==> config.mk <==
export PLATFORM = sky130hd
export DESIGN_NAME = register_allocation_table_flat
export DESIGN_NICKNAME = d
export VERILOG_FILES = /design/src/sv/rat_pkg.sv /design/src/sv/rat_in_if.sv /design/src/sv/rat_out_if.sv /design/src/sv/rat_ctrl.sv /design/src/sv/rat_datapath.sv /design/src/sv/register_allocation_table.sv /design/src/flat_wrapper.sv
export SDC_FILE = /design/constraint.sdc
export NUM_CORES = 1
export LEC_CHECK = 0
export BUFFER_PORTS_ARGS = -buffer_cell sky130_fd_sc_hd__buf_2
export CAP_MARGIN = 20
export CORE_ASPECT_RATIO = 0.9
export CORE_MARGIN = 4
export CORE_UTILIZATION = 30
export CTS_CLUSTER_DIAMETER = 150
export CTS_CLUSTER_SIZE = 16
export DETAILED_ROUTE_END_ITERATION = 8
export HOLD_SLACK_MARGIN = 0.05
export PLACE_DENSITY_LB_ADDON = 0.1
export SYNTH_ARGS = -nofsm -noshare
export SYNTH_HDL_FRONTEND = slang
export SYNTH_SLANG_ARGS = --single-unit
==> constraint.sdc <==
create_clock -name i_clk -period 5.08 [get_ports i_clk]
set_input_delay 0.508 -clock i_clk [delete_from_list [all_inputs] [get_ports i_clk]]
set_output_delay 0.508 -clock i_clk [all_outputs]
set_load 0.01 [all_outputs]
==> src/sv/rat_pkg.sv <==
// shared types and constants of the register allocation table
package rat_pkg;

    localparam logic [3:0] ACT_ALLOC   = 4'd0;
    localparam logic [3:0] ACT_FORCE   = 4'd1;
    localparam logic [3:0] ACT_REALLOC = 4'd2;
    localparam logic [3:0] ACT_RESOLVE = 4'd3;
    localparam logic [3:0] ACT_FREE    = 4'd4;
    localparam logic [3:0] ACT_USEDBY  = 4'd5;
    localparam logic [3:0] ACT_UNLOCK  = 4'd6;
    localparam logic [3:0] ACT_EVAC    = 4'd7;
    localparam logic [3:0] ACT_RESTORE = 4'd8;

    localparam logic [1:0] CFG_CALLER_ORDER = 2'd0;
    localparam logic [1:0] CFG_CALLER_COUNT = 2'd1;
    localparam logic [1:0] CFG_CALLEE_ORDER = 2'd2;
    localparam logic [1:0] CFG_CALLEE_COUNT = 2'd3;

    localparam int CFG_INDEX_W = 2;
    localparam int CFG_DATA_W  = 64;

    localparam logic [4:0]  REG_NONE   = 5'h1F;
    localparam logic [16:0] OWNER_NONE = 17'h1FFFF;
    localparam logic [4:0]  LIST_MAX   = 5'd16;

    typedef enum logic [3:0] {
        S_IDLE,
        S_ALLOC,
        S_FIND,
        S_REWIND,
        S_MOVE,
        S_SCAN,
        S_EXEC,
        S_EVAC,
        S_EVAC_END,
        S_EMIT
    } t_state;

    typedef enum logic [3:0] {
        DP_NOP,
        DP_ALLOC,
        DP_FIND,
        DP_REWIND,
        DP_MOVE,
        DP_SCAN,
        DP_EXEC,
        DP_EVAC,
        DP_EMIT_LAST,
        DP_EMIT
    } t_dp_op;

    typedef struct packed {
        logic   load;
        t_dp_op op;
    } t_cmd;

    typedef struct packed {
        logic caller_end;
        logic scan_end;
        logic hit;
        logic evac_hold;
        logic pend_valid;
        logic out_free;
    } t_status;

endpackage

==> src/sv/rat_in_if.sv <==
// input channel of the register allocation table
interface rat_in_if;
    logic              valid;
    logic              ready;
    logic [3:0]        action;
    logic [15:0]       virtual_id;
    logic [3:0]        real_reg;
    logic [3:0]        entry_caller_index;
    logic signed [4:0] entry_callee_index;

    modport source (
        output valid, action, virtual_id, real_reg, entry_caller_index,
               entry_callee_index,
        input  ready
    );
    modport sink (
        input  valid, action, virtual_id, real_reg, entry_caller_index,
               entry_callee_index,
        output ready
    );
endinterface

==> src/sv/rat_out_if.sv <==
// result channel of the register allocation table
interface rat_out_if;
    logic               valid;
    logic               ready;
    logic signed [4:0]  reg_result;
    logic signed [16:0] owner;
    logic [3:0]         evac_caller_index;
    logic signed [4:0]  evac_callee_index;
    logic               last;

    modport source (
        output valid, reg_result, owner, evac_caller_index, evac_callee_index, last,
        input  ready
    );
    modport sink (
        input  valid, reg_result, owner, evac_caller_index, evac_callee_index, last,
        output ready
    );
endinterface

==> src/sv/rat_ctrl.sv <==
// sequencing state machine of the register allocation table
module rat_ctrl (
    input  logic             i_clk,
    input  logic             i_rst_n,
    input  logic             i_in_valid,
    input  logic [3:0]       i_in_action,
    output logic             o_in_ready,
    input  rat_pkg::t_status i_status,
    output rat_pkg::t_cmd    o_cmd
);

    rat_pkg::t_state r_state;
    rat_pkg::t_state n_state;

    always_ff @(posedge i_clk) begin
        if (!i_rst_n) begin
            r_state <= rat_pkg::S_IDLE;
        end else begin
            r_state <= n_state;
        end
    end

    always_comb begin
        n_state    = r_state;
        o_in_ready = 1'b0;
        o_cmd.load = 1'b0;
        o_cmd.op   = rat_pkg::DP_NOP;
        case (r_state)
            rat_pkg::S_IDLE: begin
                o_in_ready = 1'b1;
                if (i_in_valid) begin
                    o_cmd.load = 1'b1;
                    case (i_in_action)
                        rat_pkg::ACT_ALLOC:   n_state = rat_pkg::S_ALLOC;
                        rat_pkg::ACT_REALLOC: n_state = rat_pkg::S_FIND;
                        rat_pkg::ACT_RESOLVE,
                        rat_pkg::ACT_FREE:    n_state = rat_pkg::S_SCAN;
                        rat_pkg::ACT_FORCE,
                        rat_pkg::ACT_UNLOCK,
                        rat_pkg::ACT_RESTORE: n_state = rat_pkg::S_EXEC;
                        rat_pkg::ACT_EVAC:    n_state = rat_pkg::S_EVAC;
                        default:              n_state = rat_pkg::S_EMIT;
                    endcase
                end
            end
            rat_pkg::S_ALLOC: begin
                o_cmd.op = rat_pkg::DP_ALLOC;
                if (i_status.caller_end || i_status.hit) begin
                    n_state = rat_pkg::S_EMIT;
                end
            end
            rat_pkg::S_FIND: begin
                o_cmd.op = rat_pkg::DP_FIND;
                if (i_status.caller_end || i_status.hit) begin
                    n_state = rat_pkg::S_REWIND;
                end
            end
            rat_pkg::S_REWIND: begin
                o_cmd.op = rat_pkg::DP_REWIND;
                n_state  = rat_pkg::S_MOVE;
            end
            rat_pkg::S_MOVE: begin
                o_cmd.op = rat_pkg::DP_MOVE;
                if (i_status.caller_end || i_status.hit) begin
                    n_state = rat_pkg::S_EMIT;
                end
            end
            rat_pkg::S_SCAN: begin
                o_cmd.op = rat_pkg::DP_SCAN;
                if (i_status.scan_end || i_status.hit) begin
                    n_state = rat_pkg::S_EMIT;
                end
            end
            rat_pkg::S_EXEC: begin
                o_cmd.op = rat_pkg::DP_EXEC;
                n_state  = rat_pkg::S_EMIT;
            end
            rat_pkg::S_EVAC: begin
                if (i_status.caller_end) begin
                    n_state = rat_pkg::S_EVAC_END;
                end else if (!i_status.evac_hold) begin
                    o_cmd.op = rat_pkg::DP_EVAC;
                end
            end
            rat_pkg::S_EVAC_END: begin
                if (!i_status.pend_valid) begin
                    n_state = rat_pkg::S_IDLE;
                end else if (i_status.out_free) begin
                    o_cmd.op = rat_pkg::DP_EMIT_LAST;
                    n_state  = rat_pkg::S_IDLE;
                end
            end
            rat_pkg::S_EMIT: begin
                if (i_status.out_free) begin
                    o_cmd.op = rat_pkg::DP_EMIT;
                    n_state  = rat_pkg::S_IDLE;
                end
            end
            default: begin
                n_state = rat_pkg::S_IDLE;
            end
        endcase
    end

endmodule

==> src/sv/rat_datapath.sv <==
// owner table, order lists, walk pointers and result register
module rat_datapath #(
    parameter int REG_COUNT  = 16,
    parameter int VIRT_WIDTH = 16
) (
    input  logic                             i_clk,
    input  logic                             i_rst_n,
    input  logic                             i_cfg_we,
    input  logic [rat_pkg::CFG_INDEX_W-1:0]  i_cfg_index,
    input  logic [rat_pkg::CFG_DATA_W-1:0]   i_cfg_data,
    input  logic [3:0]                       i_action,
    input  logic [15:0]                      i_virtual_id,
    input  logic [3:0]                       i_real_reg,
    input  logic [3:0]                       i_entry_caller_index,
    input  logic signed [4:0]                i_entry_callee_index,
    input  rat_pkg::t_cmd                    i_cmd,
    output rat_pkg::t_status                 o_status,
    input  logic                             i_out_ready,
    output logic                             o_out_valid,
    output logic signed [4:0]                o_reg_result,
    output logic signed [16:0]               o_owner,
    output logic [3:0]                       o_evac_caller_index,
    output logic signed [4:0]                o_evac_callee_index,
    output logic                             o_last
);

    localparam int IW = $clog2(REG_COUNT);
    localparam int XW = (VIRT_WIDTH > 17) ? VIRT_WIDTH : 17;
    localparam int VX = (VIRT_WIDTH > 16) ? VIRT_WIDTH : 16;
    localparam logic [4:0] REG_LIM = 5'(REG_COUNT);

    logic [63:0]            r_caller_order;
    logic [63:0]            r_callee_order;
    logic [4:0]             r_caller_count;
    logic [4:0]             r_callee_count;

    logic [REG_COUNT-1:0]   r_used;
    logic [REG_COUNT-1:0]   n_used;
    logic [VIRT_WIDTH-1:0]  r_id [REG_COUNT];

    logic [3:0]             r_action;
    logic [VIRT_WIDTH-1:0]  r_vid;
    logic [3:0]             r_rr;
    logic                   r_ecei_neg;
    logic [4:0]             r_p;
    logic [4:0]             n_p;
    logic [4:0]             r_q;
    logic [4:0]             n_q;
    logic [4:0]             r_res;
    logic [4:0]             n_res;
    logic [4:0]             r_cur;
    logic [4:0]             n_cur;
    logic                   r_pend_v;
    logic                   n_pend_v;
    logic [3:0]             r_pend_ci;
    logic [3:0]             n_pend_ci;
    logic [4:0]             r_pend_cei;
    logic [4:0]             n_pend_cei;

    logic                   r_out_valid;
    logic                   n_out_valid;
    logic [4:0]             r_out_reg;
    logic [16:0]            r_out_owner;
    logic [3:0]             r_out_ci;
    logic [4:0]             r_out_cei;
    logic                   r_out_last;

    logic                   emit;
    logic [4:0]             emit_reg;
    logic [16:0]            emit_owner;
    logic [3:0]             emit_ci;
    logic [4:0]             emit_cei;
    logic                   emit_last;

    logic                   id_we;
    logic [IW-1:0]          id_waddr;
    logic [VIRT_WIDTH-1:0]  id_wdata;
    logic [IW-1:0]          rd_addr;
    logic [VIRT_WIDTH-1:0]  rd_id;
    logic [XW-1:0]          rd_id_ext;
    logic [VX-1:0]          vid_ext;

    logic [4:0]             ncaller;
    logic [4:0]             ncallee;
    logic [3:0]             c;
    logic [3:0]             d;
    logic                   c_ok;
    logic                   d_ok;
    logic                   rr_ok;
    logic [IW-1:0]          c_ix;
    logic [IW-1:0]          d_ix;
    logic [IW-1:0]          rr_ix;
    logic [IW-1:0]          p_ix;
    logic                   caller_end;
    logic                   scan_end;
    logic                   out_free;
    logic                   evac_occ;
    logic                   hit;
    logic [4:0]             rec;

    assign ncaller    = (r_caller_count > rat_pkg::LIST_MAX) ? rat_pkg::LIST_MAX
                                                             : r_caller_count;
    assign ncallee    = (r_callee_count > rat_pkg::LIST_MAX) ? rat_pkg::LIST_MAX
                                                             : r_callee_count;
    assign c          = r_caller_order[{r_p[3:0], 2'b00} +: 4];
    assign d          = r_callee_order[{r_q[3:0], 2'b00} +: 4];
    assign c_ok       = {1'b0, c} < REG_LIM;
    assign d_ok       = {1'b0, d} < REG_LIM;
    assign rr_ok      = {1'b0, r_rr} < REG_LIM;
    assign c_ix       = c[IW-1:0];
    assign d_ix       = d[IW-1:0];
    assign rr_ix      = r_rr[IW-1:0];
    assign p_ix       = r_p[IW-1:0];
    assign caller_end = r_p >= ncaller;
    assign scan_end   = r_p >= REG_LIM;
    assign out_free   = !r_out_valid || i_out_ready;
    assign evac_occ   = !caller_end && c_ok && r_used[c_ix];
    assign vid_ext    = VX'(i_virtual_id);

    // single table read port
    always_comb begin
        case (i_cmd.op)
            rat_pkg::DP_SCAN: rd_addr = p_ix;
            rat_pkg::DP_EXEC: rd_addr = d_ix;
            rat_pkg::DP_EMIT: rd_addr = rr_ix;
            default:          rd_addr = c_ix;
        endcase
    end

    assign rd_id     = r_id[rd_addr];
    assign rd_id_ext = XW'(rd_id);

    always_comb begin
        n_used      = r_used;
        n_p         = r_p;
        n_q         = r_q;
        n_res       = r_res;
        n_cur       = r_cur;
        n_pend_v    = r_pend_v;
        n_pend_ci   = r_pend_ci;
        n_pend_cei  = r_pend_cei;
        id_we       = 1'b0;
        id_waddr    = c_ix;
        id_wdata    = r_vid;
        hit         = 1'b0;
        rec         = rat_pkg::REG_NONE;
        emit        = 1'b0;
        emit_reg    = rat_pkg::REG_NONE;
        emit_owner  = rat_pkg::OWNER_NONE;
        emit_ci     = 4'd0;
        emit_cei    = 5'd0;
        emit_last   = 1'b0;
        case (i_cmd.op)
            rat_pkg::DP_ALLOC: begin
                if (!caller_end) begin
                    n_p = r_p + 5'd1;
                    if (c_ok && !r_used[c_ix]) begin
                        n_used[c_ix] = 1'b1;
                        id_we        = 1'b1;
                        n_res        = {1'b0, c};
                        hit          = 1'b1;
                    end
                end
            end
            rat_pkg::DP_FIND: begin
                if (!caller_end) begin
                    n_p = r_p + 5'd1;
                    if (c_ok && r_used[c_ix] && rd_id == r_vid) begin
                        n_cur = {1'b0, c};
                        hit   = 1'b1;
                    end
                end
            end
            rat_pkg::DP_REWIND: begin
                n_p   = 5'd0;
                n_res = r_cur;
            end
            rat_pkg::DP_MOVE: begin
                if (!caller_end) begin
                    n_p = r_p + 5'd1;
                    if (c_ok && {1'b0, c} != r_cur && !r_used[c_ix]) begin
                        n_used[c_ix] = 1'b1;
                        id_we        = 1'b1;
                        if (!r_cur[4]) begin
                            n_used[r_cur[IW-1:0]] = 1'b0;
                        end
                        n_res = {1'b0, c};
                        hit   = 1'b1;
                    end
                end
            end
            rat_pkg::DP_SCAN: begin
                if (!scan_end) begin
                    n_p = r_p + 5'd1;
                    if (r_used[p_ix] && rd_id == r_vid) begin
                        n_res = r_p;
                        hit   = 1'b1;
                        if (r_action == rat_pkg::ACT_FREE) begin
                            n_used[p_ix] = 1'b0;
                        end
                    end
                end
            end
            rat_pkg::DP_EXEC: begin
                case (r_action)
                    rat_pkg::ACT_FORCE: begin
                        if (rr_ok) begin
                            n_used[rr_ix] = 1'b1;
                            id_we         = 1'b1;
                            id_waddr      = rr_ix;
                            n_res         = {1'b0, r_rr};
                        end
                    end
                    rat_pkg::ACT_UNLOCK: begin
                        if (rr_ok) begin
                            n_used[rr_ix] = 1'b0;
                            n_res         = {1'b0, r_rr};
                        end
                    end
                    rat_pkg::ACT_RESTORE: begin
                        if (!r_ecei_neg && r_p < ncaller && r_q < ncallee && c_ok && d_ok) begin
                            n_used[c_ix] = r_used[d_ix];
                            id_we        = 1'b1;
                            id_wdata     = rd_id;
                            n_used[d_ix] = 1'b0;
                            n_res        = {1'b0, c};
                        end
                    end
                    default: begin
                    end
                endcase
            end
            rat_pkg::DP_EVAC: begin
                if (!caller_end) begin
                    n_p = r_p + 5'd1;
                end
                if (evac_occ) begin
                    if (r_q < ncallee && d_ok) begin
                        n_used[d_ix] = 1'b1;
                        id_we        = 1'b1;
                        id_waddr     = d_ix;
                        id_wdata     = rd_id;
                        n_used[c_ix] = 1'b0;
                        rec          = r_q;
                    end
                    if (r_pend_v) begin
                        emit     = 1'b1;
                        emit_ci  = r_pend_ci;
                        emit_cei = r_pend_cei;
                    end
                    n_pend_v   = 1'b1;
                    n_pend_ci  = r_p[3:0];
                    n_pend_cei = rec;
                    n_q        = r_q + 5'd1;
                end
            end
            rat_pkg::DP_EMIT_LAST: begin
                emit      = 1'b1;
                emit_ci   = r_pend_ci;
                emit_cei  = r_pend_cei;
                emit_last = 1'b1;
                n_pend_v  = 1'b0;
            end
            rat_pkg::DP_EMIT: begin
                emit = 1'b1;
                if (r_action == rat_pkg::ACT_USEDBY) begin
                    if (rr_ok) begin
                        emit_reg = {1'b0, r_rr};
                        if (r_used[rr_ix]) begin
                            emit_owner = rd_id_ext[16:0];
                        end
                    end
                end else begin
                    emit_reg = r_res;
                end
            end
            default: begin
            end
        endcase
        if (i_cmd.load) begin
            n_res    = rat_pkg::REG_NONE;
            n_cur    = rat_pkg::REG_NONE;
            n_pend_v = 1'b0;
            if (i_action == rat_pkg::ACT_RESTORE) begin
                n_p = {1'b0, i_entry_caller_index};
                n_q = {1'b0, i_entry_callee_index[3:0]};
            end else begin
                n_p = 5'd0;
                n_q = 5'd0;
            end
        end
        if (emit) begin
            n_out_valid = 1'b1;
        end else if (i_out_ready) begin
            n_out_valid = 1'b0;
        end else begin
            n_out_valid = r_out_valid;
        end
    end

    always_ff @(posedge i_clk) begin
        if (!i_rst_n) begin
            r_caller_order <= '0;
            r_caller_count <= '0;
            r_callee_order <= '0;
            r_callee_count <= '0;
        end else if (i_cfg_we) begin
            case (i_cfg_index)
                rat_pkg::CFG_CALLER_ORDER: r_caller_order <= i_cfg_data;
                rat_pkg::CFG_CALLER_COUNT: r_caller_count <= i_cfg_data[4:0];
                rat_pkg::CFG_CALLEE_ORDER: r_callee_order <= i_cfg_data;
                rat_pkg::CFG_CALLEE_COUNT: r_callee_count <= i_cfg_data[4:0];
                default: begin
                end
            endcase
        end
    end

    always_ff @(posedge i_clk) begin
        if (!i_rst_n) begin
            r_used      <= '0;
            r_pend_v    <= 1'b0;
            r_out_valid <= 1'b0;
        end else begin
            r_used      <= n_used;
            r_pend_v    <= n_pend_v;
            r_out_valid <= n_out_valid;
        end
    end

    always_ff @(posedge i_clk) begin
        if (id_we) begin
            r_id[id_waddr] <= id_wdata;
        end
    end

    always_ff @(posedge i_clk) begin
        if (i_cmd.load) begin
            r_action   <= i_action;
            r_vid      <= vid_ext[VIRT_WIDTH-1:0];
            r_rr       <= i_real_reg;
            r_ecei_neg <= i_entry_callee_index[4];
        end
        r_p        <= n_p;
        r_q        <= n_q;
        r_res      <= n_res;
        r_cur      <= n_cur;
        r_pend_ci  <= n_pend_ci;
        r_pend_cei <= n_pend_cei;
        if (emit) begin
            r_out_reg   <= emit_reg;
            r_out_owner <= emit_owner;
            r_out_ci    <= emit_ci;
            r_out_cei   <= emit_cei;
            r_out_last  <= emit_last;
        end
    end

    assign o_status.caller_end = caller_end;
    assign o_status.scan_end   = scan_end;
    assign o_status.hit        = hit;
    assign o_status.evac_hold  = evac_occ && r_pend_v && !out_free;
    assign o_status.pend_valid = r_pend_v;
    assign o_status.out_free   = out_free;

    assign o_out_valid         = r_out_valid;
    assign o_reg_result        = r_out_reg;
    assign o_owner             = r_out_owner;
    assign o_evac_caller_index = r_out_ci;
    assign o_evac_callee_index = r_out_cei;
    assign o_last              = r_out_last;

endmodule

==> src/sv/register_allocation_table.sv <==
// top level of the register allocation table
//
// i_in carries one action per transfer: allocate, force, realloc, resolve,
// free id, usedby, unlock, evacuate or restore entry. o_out returns one
// result per action, or one record per occupied caller-saved register for
// evacuate (none when nothing is occupied, last set on the final record).
// Order lists and counts are written through i_cfg_we / i_cfg_index /
// i_cfg_data; the user must write them only while no action is in
// flight, which the block does not enforce. One action is worked at a
// time; the table walk is one entry per cycle through the single table
// read port. Force, unlock and restore run the execute state; usedby and
// unknown codes go straight to the result; allocate and evacuate walk up
// to caller_count list entries, resolve and free id up to REG_COUNT table
// entries; realloc walks to find the id, rewinds and walks again to move
// it. The input is ready again in the cycle the result shows on o_out.
// Reset frees every table entry, clears the order lists and counts, and
// empties the result register. A stalled receiver holds the result in the
// output register; the walk pauses only when a further result is due.
module register_allocation_table #(
    parameter int REG_COUNT  = 16,
    parameter int VIRT_WIDTH = 16
) (
    input  logic                             i_clk,
    input  logic                             i_rst_n,
    input  logic                             i_cfg_we,
    input  logic [rat_pkg::CFG_INDEX_W-1:0]  i_cfg_index,
    input  logic [rat_pkg::CFG_DATA_W-1:0]   i_cfg_data,
    rat_in_if.sink                           i_in,
    rat_out_if.source                        o_out
);

    rat_pkg::t_cmd    cmd;
    rat_pkg::t_status status;

    rat_ctrl u_ctrl (
        .i_clk       (i_clk),
        .i_rst_n     (i_rst_n),
        .i_in_valid  (i_in.valid),
        .i_in_action (i_in.action),
        .o_in_ready  (i_in.ready),
        .i_status    (status),
        .o_cmd       (cmd)
    );

    rat_datapath #(
        .REG_COUNT  (REG_COUNT),
        .VIRT_WIDTH (VIRT_WIDTH)
    ) u_datapath (
        .i_clk                (i_clk),
        .i_rst_n              (i_rst_n),
        .i_cfg_we             (i_cfg_we),
        .i_cfg_index          (i_cfg_index),
        .i_cfg_data           (i_cfg_data),
        .i_action             (i_in.action),
        .i_virtual_id         (i_in.virtual_id),
        .i_real_reg           (i_in.real_reg),
        .i_entry_caller_index (i_in.entry_caller_index),
        .i_entry_callee_index (i_in.entry_callee_index),
        .i_cmd                (cmd),
        .o_status             (status),
        .i_out_ready          (o_out.ready),
        .o_out_valid          (o_out.valid),
        .o_reg_result         (o_out.reg_result),
        .o_owner              (o_out.owner),
        .o_evac_caller_index  (o_out.evac_caller_index),
        .o_evac_callee_index  (o_out.evac_callee_index),
        .o_last               (o_out.last)
    );

endmodule

==> src/flat_wrapper.sv <==
// flat-port wrapper written by rule: the top's interface ports become plain ports
module register_allocation_table_flat 
#(
    parameter int REG_COUNT  = 16,
    parameter int VIRT_WIDTH = 16
)
  (i_clk, i_rst_n, i_cfg_we, i_cfg_index, i_cfg_data, i_in_valid, i_in_action, i_in_virtual_id, i_in_real_reg, i_in_entry_caller_index, i_in_entry_callee_index, i_in_ready, o_out_valid, o_out_reg_result, o_out_owner, o_out_evac_caller_index, o_out_evac_callee_index, o_out_last, o_out_ready);
  rat_in_if i_in_i ();
  rat_out_if o_out_i ();
  input  logic i_clk;
  input  logic i_rst_n;
  input  logic i_cfg_we;
  input  logic [rat_pkg::CFG_INDEX_W-1:0] i_cfg_index;
  input  logic [rat_pkg::CFG_DATA_W-1:0] i_cfg_data;
  input wire logic [$bits(i_in_i.valid)-1:0] i_in_valid;
  input wire logic [$bits(i_in_i.action)-1:0] i_in_action;
  input wire logic [$bits(i_in_i.virtual_id)-1:0] i_in_virtual_id;
  input wire logic [$bits(i_in_i.real_reg)-1:0] i_in_real_reg;
  input wire logic [$bits(i_in_i.entry_caller_index)-1:0] i_in_entry_caller_index;
  input wire logic [$bits(i_in_i.entry_callee_index)-1:0] i_in_entry_callee_index;
  output wire logic [$bits(i_in_i.ready)-1:0] i_in_ready;
  output wire logic [$bits(o_out_i.valid)-1:0] o_out_valid;
  output wire logic [$bits(o_out_i.reg_result)-1:0] o_out_reg_result;
  output wire logic [$bits(o_out_i.owner)-1:0] o_out_owner;
  output wire logic [$bits(o_out_i.evac_caller_index)-1:0] o_out_evac_caller_index;
  output wire logic [$bits(o_out_i.evac_callee_index)-1:0] o_out_evac_callee_index;
  output wire logic [$bits(o_out_i.last)-1:0] o_out_last;
  input wire logic [$bits(o_out_i.ready)-1:0] o_out_ready;
  assign i_in_i.valid = i_in_valid;
  assign i_in_i.action = i_in_action;
  assign i_in_i.virtual_id = i_in_virtual_id;
  assign i_in_i.real_reg = i_in_real_reg;
  assign i_in_i.entry_caller_index = i_in_entry_caller_index;
  assign i_in_i.entry_callee_index = i_in_entry_callee_index;
  assign i_in_ready = i_in_i.ready;
  assign o_out_valid = o_out_i.valid;
  assign o_out_reg_result = o_out_i.reg_result;
  assign o_out_owner = o_out_i.owner;
  assign o_out_evac_caller_index = o_out_i.evac_caller_index;
  assign o_out_evac_callee_index = o_out_i.evac_callee_index;
  assign o_out_last = o_out_i.last;
  assign o_out_i.ready = o_out_ready;
  register_allocation_table #(.REG_COUNT(REG_COUNT), .VIRT_WIDTH(VIRT_WIDTH)) u_core (.i_clk(i_clk), .i_rst_n(i_rst_n), .i_cfg_we(i_cfg_we), .i_cfg_index(i_cfg_index), .i_cfg_data(i_cfg_data), .i_in(i_in_i), .o_out(o_out_i));
endmodule
==> impl_metrics.csv, run 1 <==
group,metric,value,unit
power,p_sw,0.00929,W
logic_synthesis,synthCells,2550,
timing,slew_headroom,0.258,
timing,setup-violations-final,23,
drt,vias,22161,
critical_path,crit_end,"u_core.u_datapath.r_used[9]$_SDFFE_PN0P_",
cells_and_area,fin_nets,3002,
drt,drt_first_pass_iters,5,
cells_and_area,final_cells,4034,
power,p_int,0.0118,W
logic_synthesis,synthMuxAreaShare,0.0882,
power,sw_frac_of_total,0.441,
status,violations,"setup timing",
timing,finalCriticalPeriod,5.27,ns
cts,cts_sinks,502,
power,comb_power_share,0.616,
logic_synthesis,synth_top_family_by_area,"compound AO/OA/AOI/OAI gates",
die,die_w,316,um
die,die_h,285,um
die,initial_core_util,0.303,
drt,ant_nets,0,
critical_path,critPathLaunchType,"register",
drt,vias_per_cell,5.49,
logic_synthesis,synth_fa_ha_area_frac,0.00880,
timing,hold_violations,0,
logic_synthesis,yosys_warnings,0,
global_routing,grt_pass1_vias,21294,
cts,clock_latency,0.60,ns
die,die_area,90000,um2
cts,clk_pin_slew,0.09,ns
cells_and_area,final_common_cell,"nand2_1",
placement,dp_hpwl,75.5,mm
status,outcome,"complete, but fails checks",
critical_path,startpoint,"u_core.u_datapath.r_q[1]$_DFFE_PP_",
drt,totalWireLength,106,mm
global_routing,antenna_found_initial,2,
critical_path,endpoint_kind,"register",
logic_synthesis,synth_simple_gate_area_share,0.164,
drt,drcViolationCount,0,
timing,clock_skew,0.0368,ns
logic_synthesis,synthFlopType,"edfxtp_1",
power,power_frac_seq,0.246,
global_routing,grtUsageMet3,0.0364,
die,ios,138,
logic_synthesis,synth_cell_types,96,
critical_path,r2r-end,"u_core.u_datapath.r_used[9]$_SDFFE_PN0P_",
critical_path,r2r_slack,-0.19,ns
cells_and_area,area_delta_synth_final,24.2,%
power,ir_worst_vdd,0.275,mV
global_routing,grt_max_degree,84,
global_routing,grtUsageMet2,0.339,
timing,fin_ws,-0.191,ns
logic_synthesis,syn_nets,2672,
critical_path,r2r_start,"u_core.u_datapath.r_q[1]$_DFFE_PP_",
timing,slew_violations,0,
critical_path,critPathMaxFanout,8,
logic_synthesis,synth_compound_area_frac,0.171,
cts,cts_root_buf,"clkbuf_16",
run,drv_cap,0,
logic_synthesis,netlist_area,25600,um2
logic_synthesis,postSynthAreaPerCell,10.0,um2
global_routing,use_met1,0.348,
critical_path,crit_type,"reg -> reg",
cts,htreeDepth,2,
placement,io_buffers,137,
cts,cts_tree,"yes",
placement,routabilityCongestion,0.950,
global_routing,grt_busiest_layer,"met1",
drt,drt_iter0_markers,2408,
logic_synthesis,yosys.area_share.xor_xnor,0.00582,
cells_and_area,drive_gt1_frac,0.240,
cts,cts_made_buffers,37,
min_path,hp-class,"in -> reg",
timing,holdWs,0.0865,ns
global_routing,grt_pass1_wl,152,mm
cells_and_area,fillers,8520,
power,clkPwrFrac,0.138,
logic_synthesis,synthArstFlopShare,0,
critical_path,worstRegToRegCells,21,
cts,cts.path.max_buffers,3,
global_routing,grtUsageTotal,0.228,
drt,detail_route.wl_per_cell,26.3,um
logic_synthesis,yosysSeqAreaShare,0.523,
die,design.core.area,84400,um2
logic_synthesis,synth_seq_cells,502,
global_routing,overflow,0,
critical_path,arrival,5.69,ns
critical_path,cp.required,5.50,ns
timing,finalCritPeriodShare,1.04,
timing,worstMarginPinSlew,1.11,ns
placement,place_inst,3941,
timing,rsz0062_at_grt,"true",
timing,max_freq,190,MHz
cells_and_area,mostFrequentLayoutCells,"nand2_1 (521), edfxtp_1 (332), buf_4 (273), a21oi_1 (241), dfxtp_1 (170)",
power,powerDensity,664,nW/um2
die,placementRows,101,
logic_synthesis,synth_edf_count,332,
power,leakage,11.2,nW
cell families (layout without fill, tap and decap cells):
group                      count (synthesis)  count (layout)
and+or+nand+nor                          945             945
AOI/OAI and AO/OA                        650             651
DFF                                      502             502
buffers and inverters                    228             577
muxes                                    190             190
adders and majority gates                 18              18
xor gates and xnor gates                  17              17
other                                      0               1
synthesized netlist by cell type, drive strengths merged, types with 6 or more instances:
cell,n,share of area
a21boi,6,0.0018
nand2,521,0.076
a2111oi,12,0.0048
clkbuf,117,0.017
or3,10,0.0024
ha,18,0.0088
a21oi,246,0.048
a311oi,8,0.0027
mux2i,131,0.051
o32ai,11,0.0041
xnor2,9,0.0031
a21o,8,0.0023
a32oi,13,0.0045
a22oi,25,0.0075
or2,10,0.0024
nor2,158,0.023
mux4,25,0.022
nor4,17,0.0055
inv,45,0.0066
mux2,34,0.015
nand3,53,0.010
and3,17,0.0042
nand4,12,0.0032
nand2b,38,0.0093
o211ai,28,0.0084
a22o,12,0.0041
o21a,6,0.0018
buf,66,0.015
a221oi,19,0.0070
o31ai,7,0.0021
o21ai,94,0.018
dfxtp,170,0.13
o32a,8,0.0031
and2,20,0.0049
a31oi,11,0.0027
xor2,8,0.0027
nor3,44,0.0086
nor2b,18,0.0044
a211oi,30,0.011
o22ai,21,0.0051
edfxtp,332,0.39
o2111ai,16,0.0055
power by group through the flow:
stage                     Clock (W)  Combinational, W  Sequential (W)
final                       0.00291            0.0130         0.00520
after global routing        0.00315            0.0138         0.00522
after CTS                   0.00301            0.0124         0.00519
after detailed placement          0            0.0116         0.00527
after global placement            0            0.0116         0.00528
after floorplan                   0           0.00618         0.00505
routing by layer:
metal	part of all wire	wire, um	vias up
met2	0.43	45700	796
met1	0.48	51400	11166
met5	0	0	-
met4	0.018	1930	0
li1	-	-	10090
met3	0.068	7200	109
cell type report:
class                   instances  area (um2)  area share
diodes                          1        2.50   0.0000788
flip-flops and latches        502       13400       0.421
clock buffers                  55         993      0.0313
well taps                    1133        1420      0.0446
inverters                      45         171     0.00540
clock inverters                 4        77.6     0.00244
repair buffers                473        3930       0.124
multi-input cells            1821       11800       0.372
through the flow:
stage / setup WS, ns / utilization / cell area [um2] / TNS, ns / power [W]
finish: -0.191 / 0.376 / 31800 / -2.81 / 0.0211
global route: -0.374 / 0.376 / 31800 / -8.40 / 0.0222
CTS: -0.170 / 0.373 / 31500 / -2.94 / 0.0206
detailed placement: -0.532 / 0.354 / 29800 / -9.94 / 0.0169
global placement: -0.470 / 0.354 / 29800 / -9.49 / 0.0169
floorplan: 0.0304 / - / 25600 / 0 / 0.0112
critical path: stages (launching register included):
cell	delay (ns)
edfxtp_1	0.53
buf_6	0.16
buf_8	0.11
mux2_2	0.33
mux4_2	0.58
a22oi_2	0.21
nand4_1	0.22
buf_12	0.24
buf_12	0.14
buf_4	0.15
nand2_1	0.07
a22o_1	0.25
nor3_1	0.07
a21oi_1	0.46
a32o_1	0.26
o211ai_1	0.14
buf_4	0.19
o41ai_4	0.32
buf_4	0.20
and2_4	0.22
buf_12	0.16
a221oi_2	0.07
repair_timing:
action | CTS | global route
resized for setup | 62 | 32
setup buffers | 17 | 12
setup endpoints to repair | 30 | 136
hold buffers | 0 | 0
pin swaps | 28 | 9
cloned | 5 | 2
how the worst min path moves through the flow:
stage / endpoint / startpoint / depth (start not counted) / slack (ns)
after floorplan: u_core.u_datapath.r_callee_order[52]$_SDFFE_PN0P_ / u_core.u_datapath.r_callee_order[52]$_SDFFE_PN0P_ / 2 / 0.43
after global placement: u_core.u_datapath.r_caller_order[55]$_SDFFE_PN0P_ / u_core.u_datapath.r_caller_order[55]$_SDFFE_PN0P_ / 2 / 0.44
after detailed placement: u_core.u_datapath.r_callee_order[26]$_SDFFE_PN0P_ / u_core.u_datapath.r_callee_order[26]$_SDFFE_PN0P_ / 2 / 0.45
after CTS: u_core.u_datapath.r_ecei_neg$_DFFE_PP_ / i_in_entry_callee_index[4] / 1 / 0.06
after global routing: u_core.u_datapath.r_vid[5]$_DFFE_PP_ / i_in_virtual_id[5] / 1 / 0.07
final: u_core.u_datapath.r_ecei_neg$_DFFE_PP_ / i_in_entry_callee_index[4] / 1 / 0.09
sequential cells by signal (all words and copies together) (netlist names), 16 cells and up:
signal / cells
u_core.u_datapath.r_vid: 16
u_core.u_datapath.r_id: 256
u_core.u_datapath.r_callee_order: 64
u_core.u_datapath.r_caller_order: 64
u_core.u_datapath.r_used: 16
u_core.u_datapath.o_owner: 17
No activity file was read; power rests on OpenSTA's default activity.
==> run 2, diff against run 1 <==
--- a/config.mk
+++ b/config.mk
@@ -10,7 +10,7 @@
 export CORE_ASPECT_RATIO = 0.9
 export CORE_MARGIN = 4
 export CORE_UTILIZATION = 30
-export CTS_CLUSTER_DIAMETER = 150
+export CTS_BUF_LIST = sky130_fd_sc_hd__clkbuf_4
 export CTS_CLUSTER_SIZE = 16
 export DETAILED_ROUTE_END_ITERATION = 8
 export HOLD_SLACK_MARGIN = 0.05
==> impl_metrics.csv, run 2 (synthesis gave the netlist of run 1 again) <==
group,metric,value,unit
drt,vias,23198,
die,placementRows,101,
cts,clock_latency,1.05,ns
cts,htreeDepth,4,
global_routing,grt_busiest_layer,"met1",
global_routing,use_met1,0.346,
timing,slew_headroom,0.259,
timing,hold_violations,0,
timing,clock_skew,0.0892,ns
cells_and_area,seq_area,13400,um2
critical_path,arrival,6.13,ns
cells_and_area,area_delta_synth_final,30.2,%
timing,holdWs,0.206,ns
power,power.total,0.0216,W
global_routing,grtUsageMet2,0.339,
die,design.core.area,84400,um2
critical_path,cp.required,5.95,ns
cts,cts.path.max_buffers,3,
drt,drt_first_pass_iters,7,
global_routing,grt_max_degree,84,
power,ir_worst_vdd,0.233,mV
cells_and_area,final_common_cell,"nand2_1",
die,die_area,90000,um2
drt,totalWireLength,108,mm
die,die_w,316,um
cells_and_area,mostFrequentLayoutCells,"nand2_1 (521), edfxtp_1 (332), buf_4 (261), a21oi_1 (243), clkbuf_4 (214)",
global_routing,grtUsageMet3,0.0544,
drt,detail_route.wl_per_cell,24.9,um
global_routing,grt_pass1_vias,22667,
placement,io_buffers,137,
status,violations,"setup timing",
power,leakage,12.1,nW
cells_and_area,top_register,"u_core.u_datapath.r_id",
timing,finalCritPeriodShare,1.03,
placement,dp_hpwl,75.5,mm
die,die_h,285,um
cells_and_area,reg_top3,"u_core.u_datapath.r_id (256), u_core.u_datapath.r_callee_order (64), u_core.u_datapath.r_caller_order (64)",
power,powerDensity,650,nW/um2
timing,setup-violations-final,26,
placement,place_inst,3941,
timing,rsz0062_at_grt,"true",
timing,worstMarginPinSlew,1.11,ns
cells_and_area,fin_nets,3197,
die,ios,138,
die,initial_core_util,0.303,
status,outcome,"complete, but fails checks",
critical_path,endpoint_kind,"register",
placement,routabilityCongestion,0.950,
critical_path,r2r_slack,-0.18,ns
critical_path,crit_type,"reg -> reg",
global_routing,antenna_found_initial,3,
drt,ant_nets,0,
cells_and_area,final_cells,4325,
global_routing,grtUsageTotal,0.234,
cells_and_area,multiInputGateArea,11700,um2
placement,place_ws,-0.532,ns
timing,fin_ws,-0.177,ns
cts,cts_tree,"yes",
cells_and_area,largest_reg_flops,256,
drt,vias_per_cell,5.36,
cts,cts_sinks,502,
cells_and_area,drive_gt1_frac,0.269,
cts,clk_pin_slew,0.06,ns
run,drv_cap,0,
min_path,hp-class,"in -> reg",
cells_and_area,fillers,8502,
timing,max_freq,190,MHz
timing,slew_violations,0,
cts,cts_root_buf,"clkbuf_4",
timing,finalCriticalPeriod,5.26,ns
critical_path,critPathLaunchType,"register",
cts,cts_made_buffers,146,
drt,drt_iter0_markers,2318,
global_routing,grt_pass1_wl,156,mm
drt,drcViolationCount,0,
global_routing,overflow,0,
critical_path,critPathMaxFanout,13,
-- run 2: cell count changes in the layout (fill, tap and decap cells not counted), sizes merged --
cell         delta
buf            -19
diode           +7
inv             +3
clkinv         +33
dlygate4sd3   +106
clkinvlp        +4
clkbuf        +158
bufbuf          -1
-- run 2: cell type report --
cell class              instances  share of cell area
diodes                          8            0.000601
clock buffers                 213              0.0480
clock inverters                44             0.00669
inverters                      45             0.00515
multi-input cells            1821               0.352
flip-flops and latches        502               0.402
well taps                    1133              0.0426
repair buffers                559               0.143
-- run 2: worst paths after layout --
kind	startpoint	endpoint	cells after the start
setup / recovery	u_core.u_datapath.r_q[1]$_DFFE_PP_	u_core.u_datapath.r_used[3]$_SDFFE_PN0P_	20
hold / removal	i_in_real_reg[2]	u_core.u_datapath.r_rr[2]$_DFFE_PP_	2
setup reg to reg	u_core.u_datapath.r_q[1]$_DFFE_PP_	u_core.u_datapath.r_used[3]$_SDFFE_PN0P_	20
hold reg to reg	u_core.u_datapath.r_callee_order[26]$_SDFFE_PN0P_	u_core.u_datapath.r_callee_order[26]$_SDFFE_PN0P_	2
-- run 2: power by group --
part | internal, W | total [W] | switching (W)
clock | 0.00194 | 0.00380 | 0.00187
combinational | 0.00535 | 0.0126 | 0.00728
sequential | 0.00483 | 0.00521 | 0.000381
total | 0.0121 | 0.0216 | 0.00953
-- run 2: metal layers --
metal,vias to the layer above,routed length (um)
met4,0,2310
met5,-,0
met1,11584,51700
met3,162,7810
li1,10586,-
met2,866,45700
-- run 2: timing repair --
item                                    4_1_cts  5_1_grt
pin swaps                                     9       35
endpoints found under the setup margin       30       51
endpoints found under the hold margin       181        0
hold buffers                                106        0
buffers inserted                              3        7
cloned                                        2        2
resized for setup                            23       55
-- run 2: worst max-delay path, cell delays in order, from the launching register on --
cell	delay [ns]
edfxtp_1	0.54
mux2_4	0.35
mux4_2	0.54
a2111o_1	0.50
buf_4	0.18
o211a_4	0.30
buf_12	0.17
buf_4	0.14
mux2i_1	0.14
buf_4	0.15
a2111o_1	0.19
o221a_2	0.22
o311ai_1	0.12
nor4_2	0.30
buf_4	0.17
nand4_4	0.11
o41ai_4	0.35
buf_4	0.20
and2_4	0.20
clkbuf_16	0.18
a211oi_2	0.07
-- run 2: stage by stage --
step                area (um2)   util  TNS, ns
global placement         29800  0.354    -9.49
CTS                      32900  0.389    -2.70
global route             33300  0.394    -6.72
floorplan                25600      -        0
finish                   33300  0.394    -3.24
detailed placement       29800  0.354    -9.94
